===== config.mk =====
export PLATFORM = sky130hd
export DESIGN_NAME = hvd_merge
export DESIGN_NICKNAME = d
export VERILOG_FILES = /design/src/sv/hvd_merge.sv
export SDC_FILE = /design/constraint.sdc
export NUM_CORES = 1
export LEC_CHECK = 0
export ABC_AREA = 0
export BUFFER_PORTS_ARGS = -buffer_cell sky130_fd_sc_hd__buf_2
export CAP_MARGIN = 20
export CORE_MARGIN = 2
export CORE_UTILIZATION = 25
export DETAILED_ROUTE_END_ITERATION = 12
export PLACE_DENSITY = 0.47
export SLEW_MARGIN = 20
export SYNTH_ARGS = -nofsm -noshare
export SYNTH_HDL_FRONTEND = slang
export SYNTH_SLANG_ARGS = --single-unit

===== constraint.sdc =====
create_clock -name vclk -period 7.5
set_input_delay 0.375 -clock vclk [all_inputs]
set_output_delay 0.375 -clock vclk [all_outputs]
set_load 0.01 [all_outputs]

===== src/sv/hvd_merge.sv =====
// ----------------------------------------------------------------------------
// hvd_merge: end-state selection
// Picks the best active lane score, ties going to the lowest state.
// ----------------------------------------------------------------------------
module hvd_merge #(
  parameter int NUM_STATES  = 4,
  parameter int SCORE_WIDTH = 32,
  parameter int SW          = 2
) (
  input  logic [NUM_STATES-1:0]                  active_mask,
  input  logic [NUM_STATES-1:0][SCORE_WIDTH-1:0] scores,
  output logic [SW-1:0]                          best_idx,
  output logic [SCORE_WIDTH-1:0]                 best_score
);

  logic signed [SCORE_WIDTH-1:0] top;

  // Linear scan over the lanes.
  always_comb begin
    top      = signed'(scores[0]);
    best_idx = '0;
    for (int s = 1; s < NUM_STATES; s++) begin
      if (active_mask[s] && signed'(scores[s]) > top) begin
        top      = signed'(scores[s]);
        best_idx = SW'(s);
      end
    end
    best_score = top;
  end

endmodule


==> qor.yml <==
grt_remaining_overflow: 0
synthTopCellsByArea: "ha_1 (30%), mux2_2 (9.0%), a21oi_1 (8.5%)"
firstDrtPassIters: 4
drv_slew: 0
finalSetupViolations: 32
utilization_pct: 49.6
fmax_mhz: 133
hold_viol_final: 0
critical_path_arrival_ps: 7160
swShare_pct: 45.6
grt_max_degree: 29
endpoint_kind: "output port"
grt_pass1_vias: 5459
min_path_type: "in2out"
vias_per_cell: 5.12
layout-drive-gt1-share_pct: 59.6
cp_slowest_cell: "or4_4"
avgSynthCellArea_sq_um: 7.30
ir_drop_mv: 0.0870
critical_path.max_fanout: 6
cap_violations: 0
seq_area_sq_um: 0
io_buffers: 165
drt_iter0_markers: 182
power_density_nw_per_um2: 139
grt_pass1_wl_um: 27400
drc: 0
p_int_uw: 596
p_clk_share_pct: 0
synth_area_sq_um: 4020
final_nets: 1101
die_y_um: 131
antenna_found_initial: 1
nClkBuffers: 0
core.rowCount: 46
yosysMostFrequentCell: "ha_1"
syn_to_final_growth_pct: 95.4
yosys.area.top_type: "ha_1"
rsz0062_at_grt: "true"
nFillCells: 1526
critPathMaxStageDelay_ps: 540
hpwl_um: 14800
synth_cell_types: 48
wirelength_um: 19300
synthTopCellsByCount: "ha_1 (96), a21oi_1 (68), inv_1 (67)"
ant_nets: 0
criticalPathCategory: "in2out"
synth_top_area_share_pct: 29.9
combPwrFrac_pct: 100.0
fin_ws_ps: -37.4
place_inst: 1064
fin_crit_sh_pct: 100
ys_seq_area_share_pct: 0
place.gp.congestion: 0.926
postCtsHoldBufs: 0
die-area_sq_um: 17100
die_w_um: 131
ys_warn_count: 0
crit_required_ps: 7120
post-route-min-period_ps: 7540
synthCells: 551
multiInputGateArea_sq_um: 4480
synth_nets: 779
seq_power_share_pct: 0
status: "finished with violations"
wire_per_inst_um: 17.7
tightest_slew_ps: 449
ioPinCount: 166
p_leak_nw: 3.66
p_switching_uw: 500
relSlewSlack_pct: 70.0
start_util_pct: 25.4
vias: 5568
instances_no_fill: 1087
flops_and_latches: 0
n_antenna_cell: 0
violations: "setup timing"
startpoint_type: "primary input"
critPathMostFrequentCell: "ha_4"
grtUsageTotal_pct: 20.2
coreArea_sq_um: 15800
==> per-layer routing <==
layer	GRT usage (%)	vias up	part of all wire, %
met5	0	-	0.073
met4	3.75	2	1.9
met3	1.67	20	6.0
met2	36.6	185	49
met1	26.2	2616	43
li1	-	2745	-
==> critical path: cells and delay by family <==
| kind | cells | cell delay [ps] |
|---|---|---|
| AO/OA/AOI/OAI | 13 | 2520 |
| multiplexers | 1 | 280 |
| AND/OR/NAND/NOR | 8 | 2180 |
| buffers and inverters | 8 | 1060 |
| adder cells (fa/ha/maj) | 3 | 710 |
==> cell type report <==
class | instances | share of cell area (%)
inverter | 67 | 3.30
multi-input combinational | 448 | 57.1
tap | 216 | 3.44
timing repair buffer | 356 | 36.2
==> cells by family (layout without fill, tap and decap cells) <==
kind of cell    after synthesis  count (layout)  synth area share, %
mux                          32              32                 8.96
fa+ha+maj                    96              96                 29.9
compound gates              206             206                 34.2
simple gates                114             114                 16.1
buf+inv                     103             423                 10.9
==> cells in the final DEF (no fill, tap or decap), types with 15 or more instances in the layout <==
cell type  instances
a21oi_1           54
and2_1            30
buf_2            127
buf_4            158
buf_6             47
ha_1              74
ha_4              22
inv_1             57
mux2_2            31
nand2_1           23
o211ai_1          36
o31ai_1           16
o31ai_2           15
==> timing repair <==
item / 4_1_cts / 5_1_grt
pin swaps: 30 / 37
buffers inserted: 8 / 13
endpoints found under the setup margin: 34 / 34
gates cloned: 4 / 4
gates resized for setup: 81 / 143
==> power by group through the flow <==
stage                     Sequential (mW)  Combinational (mW)  Clock (mW)
after floorplan                         0               0.426           0
after global placement                  0               0.764           0
after detailed placement                0               0.781           0
after CTS                               0               0.895           0
after global routing                    0                1.18           0
final                                   0                1.10           0
==> stage by stage <==
step | setup slack [ps] | TNS [ps] | cell area [sq um] | total power, mW | hold slack [ps]
final | -37.4 | -544 | 7860 | 1.10 | 1070
after global routing | -228 | -6720 | 7860 | 1.18 | 1090
after CTS | 2.38 | 0 | 6870 | 0.895 | 1080
after detailed placement | -522 | -16750 | 6310 | 0.781 | 1080
after global placement | -448 | -14090 | 6310 | 0.764 | 1080
after floorplan | 573 | 0 | 4020 | 0.426 | 901
==> path summary, 6_finish.rpt <==
kind                     from             end  slack (ps)  cells past startpoint
hold / removal    scores[114]  best_score[18]        1070                      3
setup / recovery   scores[14]  best_score[16]         -40                     33
(Power assumes the default switching activity.)
