File: config.mk
export PLATFORM = sky130hd
export DESIGN_NAME = hvd_acs_lane
export DESIGN_NICKNAME = d
export VERILOG_FILES = /design/src/sv/hvd_pkg.sv /design/src/sv/hvd_acs_lane.sv
export SDC_FILE = /design/constraint.sdc
export NUM_CORES = 1
export LEC_CHECK = 0
export BUFFER_PORTS_ARGS = -buffer_cell sky130_fd_sc_hd__buf_2
export CAP_MARGIN = 5
export CORE_UTILIZATION = 59
export DETAILED_ROUTE_END_ITERATION = 16
export GPL_TIMING_DRIVEN = 0
export PLACE_DENSITY = 0.94
export SYNTH_ARGS = -nofsm -noshare
export SYNTH_HDL_FRONTEND = slang
export SYNTH_SLANG_ARGS = --single-unit
File: constraint.sdc
create_clock -name vclk -period 27
set_input_delay 4.05 -clock vclk [all_inputs]
set_output_delay 4.05 -clock vclk [all_outputs]
set_load 0.01 [all_outputs]
File: src/sv/hvd_pkg.sv
// ----------------------------------------------------------------------------
// hvd_pkg: shared types and constants of the HMM Viterbi decoder
// Item kinds, field widths and the control group passed to each ACS lane.
// ----------------------------------------------------------------------------
package hvd_pkg;

  // Field widths of the stream items.
  localparam int OP_W       = 2;
  localparam int IDX_W      = 2;
  localparam int VAL_W      = 32;
  localparam int POS_OUT_W  = 10;
  localparam int TOTAL_W    = 48;
  localparam int IN_DATA_W  = 168;
  localparam int OUT_DATA_W = 96;

  // Operation carried in the input tuser.
  typedef enum logic [OP_W-1:0] {
    OP_TRANS = 2'd0,
    OP_INIT  = 2'd1,
    OP_OBS   = 2'd2,
    OP_READ  = 2'd3
  } op_t;

  // Kind of a result travelling down the pipeline.
  typedef enum logic {
    K_OBS_END = 1'b0,
    K_READ    = 1'b1
  } item_kind_t;

  // Control of one add-compare-select lane.
  typedef struct packed {
    logic first;    // first observation of a sequence
    logic lane_on;  // lane is below the active state count
  } acs_ctl_t;

endpackage

File: src/sv/hvd_acs_lane.sv
// ----------------------------------------------------------------------------
// hvd_acs_lane: one add-compare-select lane
// Computes the new path score and survivor of one state for one observation.
// ----------------------------------------------------------------------------
module hvd_acs_lane #(
  parameter int NUM_STATES  = 4,
  parameter int SCORE_WIDTH = 32,
  parameter int SW          = 2
) (
  input  hvd_pkg::acs_ctl_t                        ctl,
  input  logic [NUM_STATES-1:0]                    active_mask,
  input  logic [NUM_STATES-1:0][SCORE_WIDTH-1:0]   scores,
  input  logic [NUM_STATES-1:0][SCORE_WIDTH-1:0]   trans_col,
  input  logic [SCORE_WIDTH-1:0]                   init_val,
  input  logic [SCORE_WIDTH-1:0]                   emit,
  output logic [SCORE_WIDTH-1:0]                   fresh,
  output logic [SW-1:0]                            surv
);

  localparam logic [SCORE_WIDTH-1:0] SMIN = {1'b1, {(SCORE_WIDTH-1){1'b0}}};
  localparam logic [SCORE_WIDTH-1:0] SMAX = {1'b0, {(SCORE_WIDTH-1){1'b1}}};

  // Saturating log-domain add; log zero absorbs.
  function automatic logic [SCORE_WIDTH-1:0] ladd(input logic [SCORE_WIDTH-1:0] a,
                                                  input logic [SCORE_WIDTH-1:0] b);
    logic [SCORE_WIDTH:0] sum;
    sum = {a[SCORE_WIDTH-1], a} + {b[SCORE_WIDTH-1], b};
    if (a == SMIN || b == SMIN) return SMIN;
    if (sum[SCORE_WIDTH] != sum[SCORE_WIDTH-1]) return sum[SCORE_WIDTH] ? SMIN : SMAX;
    return sum[SCORE_WIDTH-1:0];
  endfunction

  logic signed [SCORE_WIDTH-1:0] top;
  logic signed [SCORE_WIDTH-1:0] cand;
  logic [SW-1:0]                 arg;

  // Compare candidates in state order; only a strictly larger one wins.
  always_comb begin
    top = signed'(ladd(scores[0], trans_col[0]));
    arg = '0;
    for (int s = 1; s < NUM_STATES; s++) begin
      cand = signed'(ladd(scores[s], trans_col[s]));
      if (active_mask[s] && cand > top) begin
        top = cand;
        arg = SW'(s);
      end
    end
    if (!ctl.lane_on) begin
      fresh = SMIN;
      surv  = '0;
    end else if (ctl.first) begin
      fresh = ladd(emit, init_val);
      surv  = '0;
    end else begin
      fresh = ladd(top, emit);
      surv  = arg;
    end
  end

endmodule

==> results of run 1 <==
==> logic make-up (layout without fill, tap and decap cells) <==
group	after synthesis	count (layout)	share of synthesized area, %
AOI/OAI and AO/OA	923	923	36.7
xor gates and xnor gates	146	146	7.72
adders and majority gates	303	303	22.8
buffers and inverters	171	530	4.21
muxes	21	21	1.33
and+or+nand+nor	902	902	27.2
==> power breakdown <==
part	switching (µW)	internal, µW	total, µW
combinational	1650	963	2610
clock	0	0	0
sequential	0	0	0
==> worst min-delay path: stages <==
cell     delay [ns]
buf_2          0.16
nand3_1        0.08
o31ai_1        0.08
buf_2          0.14
==> synth_stat cells, types with 40 or more instances <==
master	number	area, µm²
nor3_1	54	270
nor4_1	85	532
xor2_1	53	464
nand4_1	67	419
xnor2_1	91	797
nand2_1	212	796
a21oi_1	270	1350
o21a_1	40	300
clkbuf_1	53	199
nand3_1	57	285
o21ai_0	144	721
inv_1	84	315
a211oi_1	45	338
ha_1	294	3680
a21o_1	104	781
nor2_1	236	886
==> metal layers <==
metal	GRT usage, %	part of all wire, %	vias to the layer above	routed length [µm]
li1	-	-	10300	-
met1	57.7	41	10400	28300
met2	73.8	44	1530	30700
met3	6.32	10	245	7030
met4	18.7	4.5	0	3100
met5	0	0	-	0
==> metrics by stage <==
step	std cells	hold WS (ns)	setup WS [ns]	area, µm²
2_1_floorplan	2466	8.24	4.42	16800
3_3_place_gp	3203	8.53	-0.417	19000
3_5_place_dp	3203	8.54	-0.513	19000
4_1_cts	3203	8.54	0.0116	19000
5_1_grt	3203	8.57	0.112	19100
6_report	3203	8.56	0.518	19100
==> area by class of cell <==
type	count	area, µm²	area share (%)
plain buffers	86	403	2.11
inverters	85	319	1.67
multi-input cells	2295	16100	84.3
well taps	378	473	2.48
repair buffers	359	1800	9.41
==> repair_timing <==
item                       4_1_cts  5_1_grt
setup buffers                    0        0
hold buffers                     0        0
setup endpoints to repair       27       31
resized for setup                5       25
==> final timing paths <==
kind / end / slack (ns) / from
worst max-delay path: fresh[12] / 0.52 / scores[53]
worst min-delay path: fresh[2] / 8.56 / ctl[1]
==> out/metrics.csv, run 1 <==
metric,value,unit
Die H,171,µm
core area,27900,µm²
I/O pin count,360,
setup TNS,0,ns
CP arrival,22.43,ns
Worst Hold Class,primary input to output pin,
Die Width,171,µm
Pre-Repair DR Iteration Count,6,
Routed Antenna Nets,0,
Bufs and invs on worst path,17,
RSZ-0062 raised after global routing,false,
hold path depth,4,
DP HPWL,59000,µm
DIE AREA,29100,µm²
Final Util,68.5,%
"slowest stage delay, CP",0.46,ns
ratio of cells with drive above 1 in the final layout,17.3,%
worst-margin pin slew,1.02,ns
Starting Density,60.2,%
drt first-iter violations,2770,
Final Hold Viols,0,
gr ovfl total,0,
Mapped Cells,2466,
"commonest non-fill, non-tap cell in the layout",buf_2,
f_max,37.8,MHz
CP Depth,72,
crit-path leading delay family,compound AO/OA/AOI/OAI gates,
"Distinct cells, synth",102,
final setup fails,0,
via count,22400,
ANT cells,0,
vias per inst,7.00,
fin. max-slew vios,0,
Final min period,26.48,ns
Buffers on Ports,359,
sequential cell area,0,µm²
PwrDens,137,nW/µm²
Avg Inst Size Synth,6.80,µm²
initial antenna violation count,0,
Synth Cell Area,16800,µm²
Max IR drop VDD,101,µV
Seq Cell Count,0,
crit-path max FO,10,
fin crit share,98.1,%
Syn-to-layout area delta,13.9,%
Final #Nets,3453,
largest net degree at the start of global routing,11,
outcome,finished clean,
Routability Congestion,1.08,
overall power,2610,µW
Rel. slew slack,31.2,%
most frequent cells in the layout,"379 x buf_2, 294 x ha_1, 270 x a21oi_1",
gr usage total,44.6,%
residual DRC count,0,
CP endpoint kind,output pin,
Setup crit start kind,primary input,
Mapped Nets,3092,
"Req. time, crit path",22.95,ns
Leak,0.00894,µW
first-pass GRT wire length,104000,µm
row count,61,
Worst path slowest cell,nor4_2,
"Seq/Total Area, Yosys",0,%
filler cell count in the final layout,2531,
total wire length,69100,µm
MaxCap Viol Count,0,
CP Class,primary input to output pin,
# clk buffers,0,
Ys Warns,0,
WL/cell,21.6,µm
vias in the first global route,20200,
(Power assumes the default switching activity.)
==> run 2, diff against run 1 <==
CAP_MARGIN = 10   (was 5)
MAX_ROUTING_LAYER = met4   (was unset)
==> run 2 against run 1 <==
Sequential share of layout area is the same; die area unchanged; count of clock-buffer cells in the layout did not move; utilization up 0.15 points; total power fell by 0.21%; wire length rose by 0.32%; sequential cell count did not move.
==> out/metrics.csv, run 2 (synthesis results as in run 1) <==
metric,value,unit
total wire length,69300,µm
Seq Cell Count,0,
"commonest non-fill, non-tap cell in the layout",buf_2,
gr ovfl total,0,
Non-Filler Instances,3205,
pre-CTS WS,-0.595,ns
DIE AREA,29100,µm²
Worst path slowest cell,a21oi_1,
most frequent cells in the layout,"379 x buf_2, 294 x ha_1, 270 x a21oi_1",
Buffers on Ports,359,
crit-path leading delay family,compound AO/OA/AOI/OAI gates,
Final #Nets,3455,
fin. max-slew vios,0,
via count,22500,
Pre-Repair DR Iteration Count,6,
Starting Density,60.2,%
PwrDens,136,nW/µm²
worst-margin pin slew,1.09,ns
MaxCap Viol Count,0,
Leak,0.00897,µW
CP arrival,22.29,ns
drt first-iter violations,2491,
Worst Hold Class,primary input to output pin,
post-placement cell count,3203,
CP endpoint kind,output pin,
initial antenna violation count,0,
I/O pin count,360,
DP HPWL,58900,µm
Final min period,26.34,ns
Die Width,171,µm
RSZ-0062 raised after global routing,false,
cell mode on critical path,buf_2,
Routed Antenna Nets,0,
Syn-to-layout area delta,14.1,%
sequential cell area,0,µm²
area occupied by multi-input gates,16100,µm²
Rel. slew slack,26.6,%
final setup fails,0,
first-pass GRT wire length,105000,µm
Die H,171,µm
f_max,38.0,MHz
Setup crit start kind,primary input,
vias per inst,7.01,
ANT cells,0,
crit-path max FO,10,
"Req. time, crit path",22.95,ns
CP Class,primary input to output pin,
outcome,finished clean,
core area,27900,µm²
Bufs and invs on worst path,16,
vias in the first global route,20600,
filler cell count in the final layout,2513,
gr usage total,46.4,%
fin crit share,97.6,%
fin worst setup slack,0.658,ns
Routability Congestion,1.11,
ratio of cells with drive above 1 in the final layout,17.4,%
residual DRC count,0,
row count,61,
"slowest stage delay, CP",0.49,ns
Max IR drop VDD,93.1,µV
# clk buffers,0,
Final Hold Viols,0,
WL/cell,21.6,µm
largest net degree at the start of global routing,11,
[run 2: changes by cell type in the layout (fill, tap and decap cells not counted), sizes merged]
| cell | previous run | this run |
|---|---|---|
| buf | 387 | 389 |
[run 2: path summary, 6_finish.rpt]
check                   from  endpoint  depth (start not counted)
setup / recovery  scores[50]  fresh[9]                         72
hold / removal        ctl[1]  fresh[2]                          4
[run 2: what timing repair did]
item | 4_1_cts | 5_1_grt
pin swaps | 0 | 1
setup buffers | 0 | 2
endpoints found under the setup margin | 28 | 32
gates resized for setup | 5 | 31
hold buffers | 0 | 0
[run 2: metal layers]
metal | up-vias | GRT usage [%] | routed length (µm)
met5 | - | - | 0
met4 | 0 | 17.9 | 3120
met3 | 289 | 8.40 | 7880
met2 | 1532 | 74.4 | 30600
met1 | 10300 | 57.5 | 27800
li1 | 10300 | - | -
[run 2: per-stage QoR]
stage | total power [µW] | hold WS (ns) | setup TNS, ns | utilization (%) | instance area [µm²]
6_report | 2600 | 8.56 | 0 | 68.7 | 19100
4_1_cts | 2480 | 8.54 | 0 | 68.4 | 19000
2_1_floorplan | 1750 | 8.24 | 0 | - | 16800
5_1_grt | 2790 | 8.55 | 0 | 68.7 | 19100
3_3_place_gp | 2420 | 8.53 | -8.91 | 68.3 | 19000
3_5_place_dp | 2460 | 8.54 | -10.30 | 68.3 | 19000
[run 2: report_power, final]
group          internal (µW)  leakage [µW]  switching [µW]
registers                  0             0               0
clock network              0             0               0
logic                    964       0.00897            1640
[run 2: final cells by class]
cell class,count,share of cell area [%]
Buffer,86,2.11
Inverter,85,1.67
Multi-Input combinational cell,2295,84.3
Tap cell,378,2.47
Timing Repair Buffer,361,9.47
